`config.mk`:
```
export PLATFORM = sky130hd
export DESIGN_NAME = rmq_sqrt
export DESIGN_NICKNAME = d
export VERILOG_FILES = /design/src/rmq_pkg.sv /design/src/rmq_sqrt.sv
export SDC_FILE = /design/constraint.sdc
export NUM_CORES = 2
export LEC_CHECK = 0
export ABC_CLOCK_PERIOD_IN_PS = 62200
export BUFFER_PORTS_ARGS = -buffer_cell sky130_fd_sc_hd__clkbuf_2
export CORE_MARGIN = 8
export CORE_UTILIZATION = 56
export CTS_CLUSTER_DIAMETER = 200
export DETAILED_ROUTE_END_ITERATION = 6
export PLACE_DENSITY_LB_ADDON = 0.05
export SLEW_MARGIN = 5
export SYNTH_ARGS = -nofsm -noshare
export SYNTH_HDL_FRONTEND = slang
export SYNTH_SLANG_ARGS = --single-unit
```
`constraint.sdc`:
```
create_clock -name clk -period 62.2 [get_ports clk]
set_input_delay 6.22 -clock clk [delete_from_list [all_inputs] [get_ports clk]]
set_output_delay 6.22 -clock clk [all_outputs]
set_load 0.03 [all_outputs]
```
`src/rmq_pkg.sv`:
```
// Shared types and constants for the rotation-matrix-to-quaternion pipeline.
// No dependencies; imported by every module of the block.
package rmq_pkg;

    localparam int FRAC_BITS_DEF = 14;
    localparam int IN_W          = 16;
    // magnitude of a sum or difference of two elements
    localparam int DIFF_W        = 17;

    typedef logic signed [IN_W-1:0] elem_t;

    typedef struct packed {
        logic              neg;
        logic [DIFF_W-1:0] mag;
    } lane_t;

    // where each quaternion component is taken from at the end of the pipe
    typedef enum logic [1:0] {
        SRC_LANE0,
        SRC_LANE1,
        SRC_LANE2,
        SRC_ROOT
    } src_t;

    typedef struct packed {
        src_t qx;
        src_t qy;
        src_t qz;
        src_t qw;
    } route_t;

    typedef enum logic [1:0] {
        AXIS_X,
        AXIS_Y,
        AXIS_Z
    } axis_t;

    function automatic lane_t to_lane(input logic signed [DIFF_W-1:0] d);
        lane_t l;
        l.neg = d[DIFF_W-1];
        l.mag = d[DIFF_W-1] ? (~d + 1'b1) : d;
        return l;
    endfunction

endpackage

```
`src/rmq_sqrt.sv`:
```
// Pipelined integer square root, one root bit per register stage.
// Depends on rmq_pkg.
module rmq_sqrt
    import rmq_pkg::*;
#(
    parameter int FRAC_BITS = FRAC_BITS_DEF
)
(
    input  logic                    clk,
    input  logic                    rst_n,
    input  logic                    in_valid,
    output logic                    in_ready,
    input  logic [FRAC_BITS+17:0]   t,
    input  lane_t [2:0]             lanes_in,
    input  route_t                  route_in,
    output logic                    out_valid,
    input  logic                    out_ready,
    output logic [FRAC_BITS+8:0]    root,
    output lane_t [2:0]             lanes_out,
    output route_t                  route_out
);

    localparam int N  = FRAC_BITS + 9;
    localparam int VW = 2 * N;
    localparam int RW = N + 3;

    logic [N-1:0]   vld_reg;
    logic [VW-1:0]  vsh_reg   [N];
    logic [RW-1:0]  rem_reg   [N];
    logic [N-1:0]   root_reg  [N];
    lane_t [2:0]    lane_reg  [N];
    route_t         route_reg [N];

    logic           en;

    assign en       = !vld_reg[N-1] || out_ready;
    assign in_ready = en;

    for (genvar k = 0; k < N; k++)
    begin : g_stage
        logic            vld_in;
        logic [VW-1:0]   vsh_in;
        logic [RW-1:0]   rem_in;
        logic [N-1:0]    root_in;
        lane_t [2:0]     lane_in;
        route_t          rt_in;
        logic [RW-1:0]   rem_sh;
        logic [RW-1:0]   trial;
        logic            ge;

        if (k == 0)
        begin : g_first
            assign vld_in  = in_valid;
            assign vsh_in  = {t, {FRAC_BITS{1'b0}}};
            assign rem_in  = '0;
            assign root_in = '0;
            assign lane_in = lanes_in;
            assign rt_in   = route_in;
        end
        else
        begin : g_rest
            assign vld_in  = vld_reg[k-1];
            assign vsh_in  = vsh_reg[k-1];
            assign rem_in  = rem_reg[k-1];
            assign root_in = root_reg[k-1];
            assign lane_in = lane_reg[k-1];
            assign rt_in   = route_reg[k-1];
        end

        // bring down the next two radicand bits and try 4*root+1
        assign rem_sh = {rem_in[RW-3:0], vsh_in[VW-1 -: 2]};
        assign trial  = {1'b0, root_in, 2'b01};
        assign ge     = rem_sh >= trial;

        always_ff @(posedge clk or negedge rst_n)
        begin
            if (!rst_n)
            begin
                vld_reg[k] <= 1'b0;
            end
            else if (en)
            begin
                vld_reg[k] <= vld_in;
            end
        end

        always_ff @(posedge clk)
        begin
            if (en)
            begin
                vsh_reg[k]   <= vsh_in << 2;
                rem_reg[k]   <= ge ? (rem_sh - trial) : rem_sh;
                root_reg[k]  <= {root_in[N-2:0], ge};
                lane_reg[k]  <= lane_in;
                route_reg[k] <= rt_in;
            end
        end
    end

    assign out_valid = vld_reg[N-1];
    assign root      = root_reg[N-1];
    assign lanes_out = lane_reg[N-1];
    assign route_out = route_reg[N-1];

endmodule

```
==> qor.txt <==
IO Count: 185
Worst Hold Path Cells: 0
Tot GR Track Use: 14.1%
Layout cell share with drive strength beyond 1: 11.2%
Critical path fanouts, max: 62
DRC: 0
Drt initial violations: 2722
GR Overflow Total: 0
Max Slew Vio Count: 0
Syn_nets: 5941
Htree depth: 4
Hold_sp: vsh_reg[1][115]$_DFFE_PP_
Synth cell types: 84
Worst r2r src: out_valid$_DFFE_PN0P_
Hold_ws: 395 ps
Area grow syn2layout: 12.3%
Relative slew margins: 21.3%
Core area: 0.166 mm^2
Drt first pass iters: 6
Row count: 150
Avg WL per Cell: 15.5 um
Power after layout: 5.17 mW
Worst-Margin Slew: 1180 ps
Crit share post-route: 21.9%
Clk_lat worst skew: 840 ps
Power per cell area: 49.2 mW/mm^2
FMAX: 0.0734 GHz
Worst flop-to-flop path endpoint: root_reg[0][72]$_DFFE_PP_
Setup TNS: 0 ps
Hold buffer count at cts: 0
Initial antenna violation count: 1
TritonCTS clock tree: yes
Hold EP: vsh_reg[1][161]$_DFFE_PP_
Skew final: 38.2 ps
Die Ht: 425 um
Static Leak: 39.7 nW
Placer congestion estimate: 0.882
Final Cell Area: 0.105 mm^2
Die X: 425 um
Async set-reset flop share out of synthesis: 0.936%
Final net count: 6332
ANT cells: 0
Most common cell after layout, fill and taps aside: edfxtp_1
Post_cts resized: 0
Number of flops mapped to enable cells by yosys: 2434
Routed vias/inst: 5.23
Global-route wire length before repair: 210 mm
CP Launch Type: input pin
Vias post-DR: 43600
Number of global-route vias before repair: 42700
Post-DP HPWL: 82.8 mm
DP Cell Count: 7907
Antenna Nets Post-Route: 0
CP Class: in -> out
Final setup viols: 0
Synth Cell Area: 0.0936 mm^2
Clock Path Buffers: 3
Syn_area_per_cell: 16.9 um^2
Worst path arrival time: 7400 ps
Mapped Cells: 5550
Largest net degree at the start of global routing: 221
Initial Util: 56.2%
Postcts setup bufs: 0
Max FFs per register: 1242
Commonest cells after routing, fill and taps aside: edfxtp_1 (2434), inv_1 (380), nand2_1 (306)
Final Critical Period: 13620 ps
Final hold vios: 0
Root Buffer: clkbuf_16
HP Class: reg -> reg
Synth warn: 0
Clock-pin slew of the registers on the worst-case setup and hold paths: 60 ps
IO buf count: 184
Die Area: 0.180 mm^2
Placed Area: 0.0973 mm^2
WL final: 129 mm
Path depth of the worst reg2reg path: 9
Worst R2R Setup Slack: 55620 ps
Yosys reg bits: 2457
Run status: finished clean
Sequential fraction of the synthesis area: 78.7%
Max-cap violations: 0
VDD IR-drop max: 0.0314 mV
Unrepaired setup endpoints after global routing: no
TritonCTS Buffers: 236
Worst setup EP type: primary output
Clock tree sinks: 2457
Top_reg_cell synth: edfxtp_1
Finished Layout Cells: 8347
CP required: 55980 ps
==> synthesized netlist by cell type (all sizes together) (62+ instances only) <==
cell    count  area (um^2)
a21o       83          623
nand2     306         1150
nor2      260          978
a21oi     225         1130
o21ai     241         1210
ha        287         3590
xor2      197         1730
edfxtp   2434        73100
nor4       64          413
nor3      116          586
nand3      62          315
xnor2     163         1430
mux2       75          845
inv       383         1440
==> worst max-delay path: stages <==
cell	delay, ps
clkbuf_2	90
nor2b_2	30
buf_4	230
inv_8	290
clkbuf_2	340
==> per-layer routing <==
layer	vias to the layer above	wire length [um]	track usage, %
li1	21800	-	-
met1	20800	56200	17.9
met2	760	63300	24.0
met3	305	5750	2.92
met4	0	4230	5.70
met5	-	0	0
==> worst max path at each step <==
stage               depth (start not counted)  endpoint  startpoint
detailed placement                          5  in_ready   out_ready
global route                                5  in_ready   out_ready
finish                                      5  in_ready   out_ready
floorplan                                   4  in_ready   out_ready
CTS                                         5  in_ready   out_ready
global placement                            5  in_ready   out_ready
==> cell type report <==
class | instances | area, um^2
Inverter | 383 | 1450
Sequential cell | 2457 | 73700
Clock inverter | 144 | 1410
Multi-Input combinational cell | 2646 | 18200
Timing Repair Buffer | 217 | 1260
Clock buffer | 296 | 6320
Fill cell | 11700 | 61400
Tap cell | 2204 | 2760
==> stage by stage <==
| step | util [%] | setup WS (ps) |
|---|---|---|
| 2_1_floorplan | - | 2560 |
| 3_3_place_gp | 58.5 | 48550 |
| 3_5_place_dp | 58.5 | 48550 |
| 4_1_cts | 63.1 | 48550 |
| 5_1_grt | 63.1 | 48500 |
| 6_report | 63.1 | 48580 |
==> power breakdown <==
group	switching (mW)	total [mW]	internal (mW)
Clock	0.574	1.39	0.815
Combinational	0.536	0.845	0.309
Sequential	0.240	2.94	2.70
==> logic make-up after synthesis <==
kind of cell | synth area share (%)
AO/OA/AOI/OAI | 5.44
XOR/XNOR | 3.37
adder cells (fa/ha/maj) | 3.97
buffers and inverters | 1.81
flip-flops | 78.7
multiplexers | 0.967
other | 0.00401
AND/OR/NAND/NOR | 5.70
No activity file was read; power rests on OpenSTA's default activity.
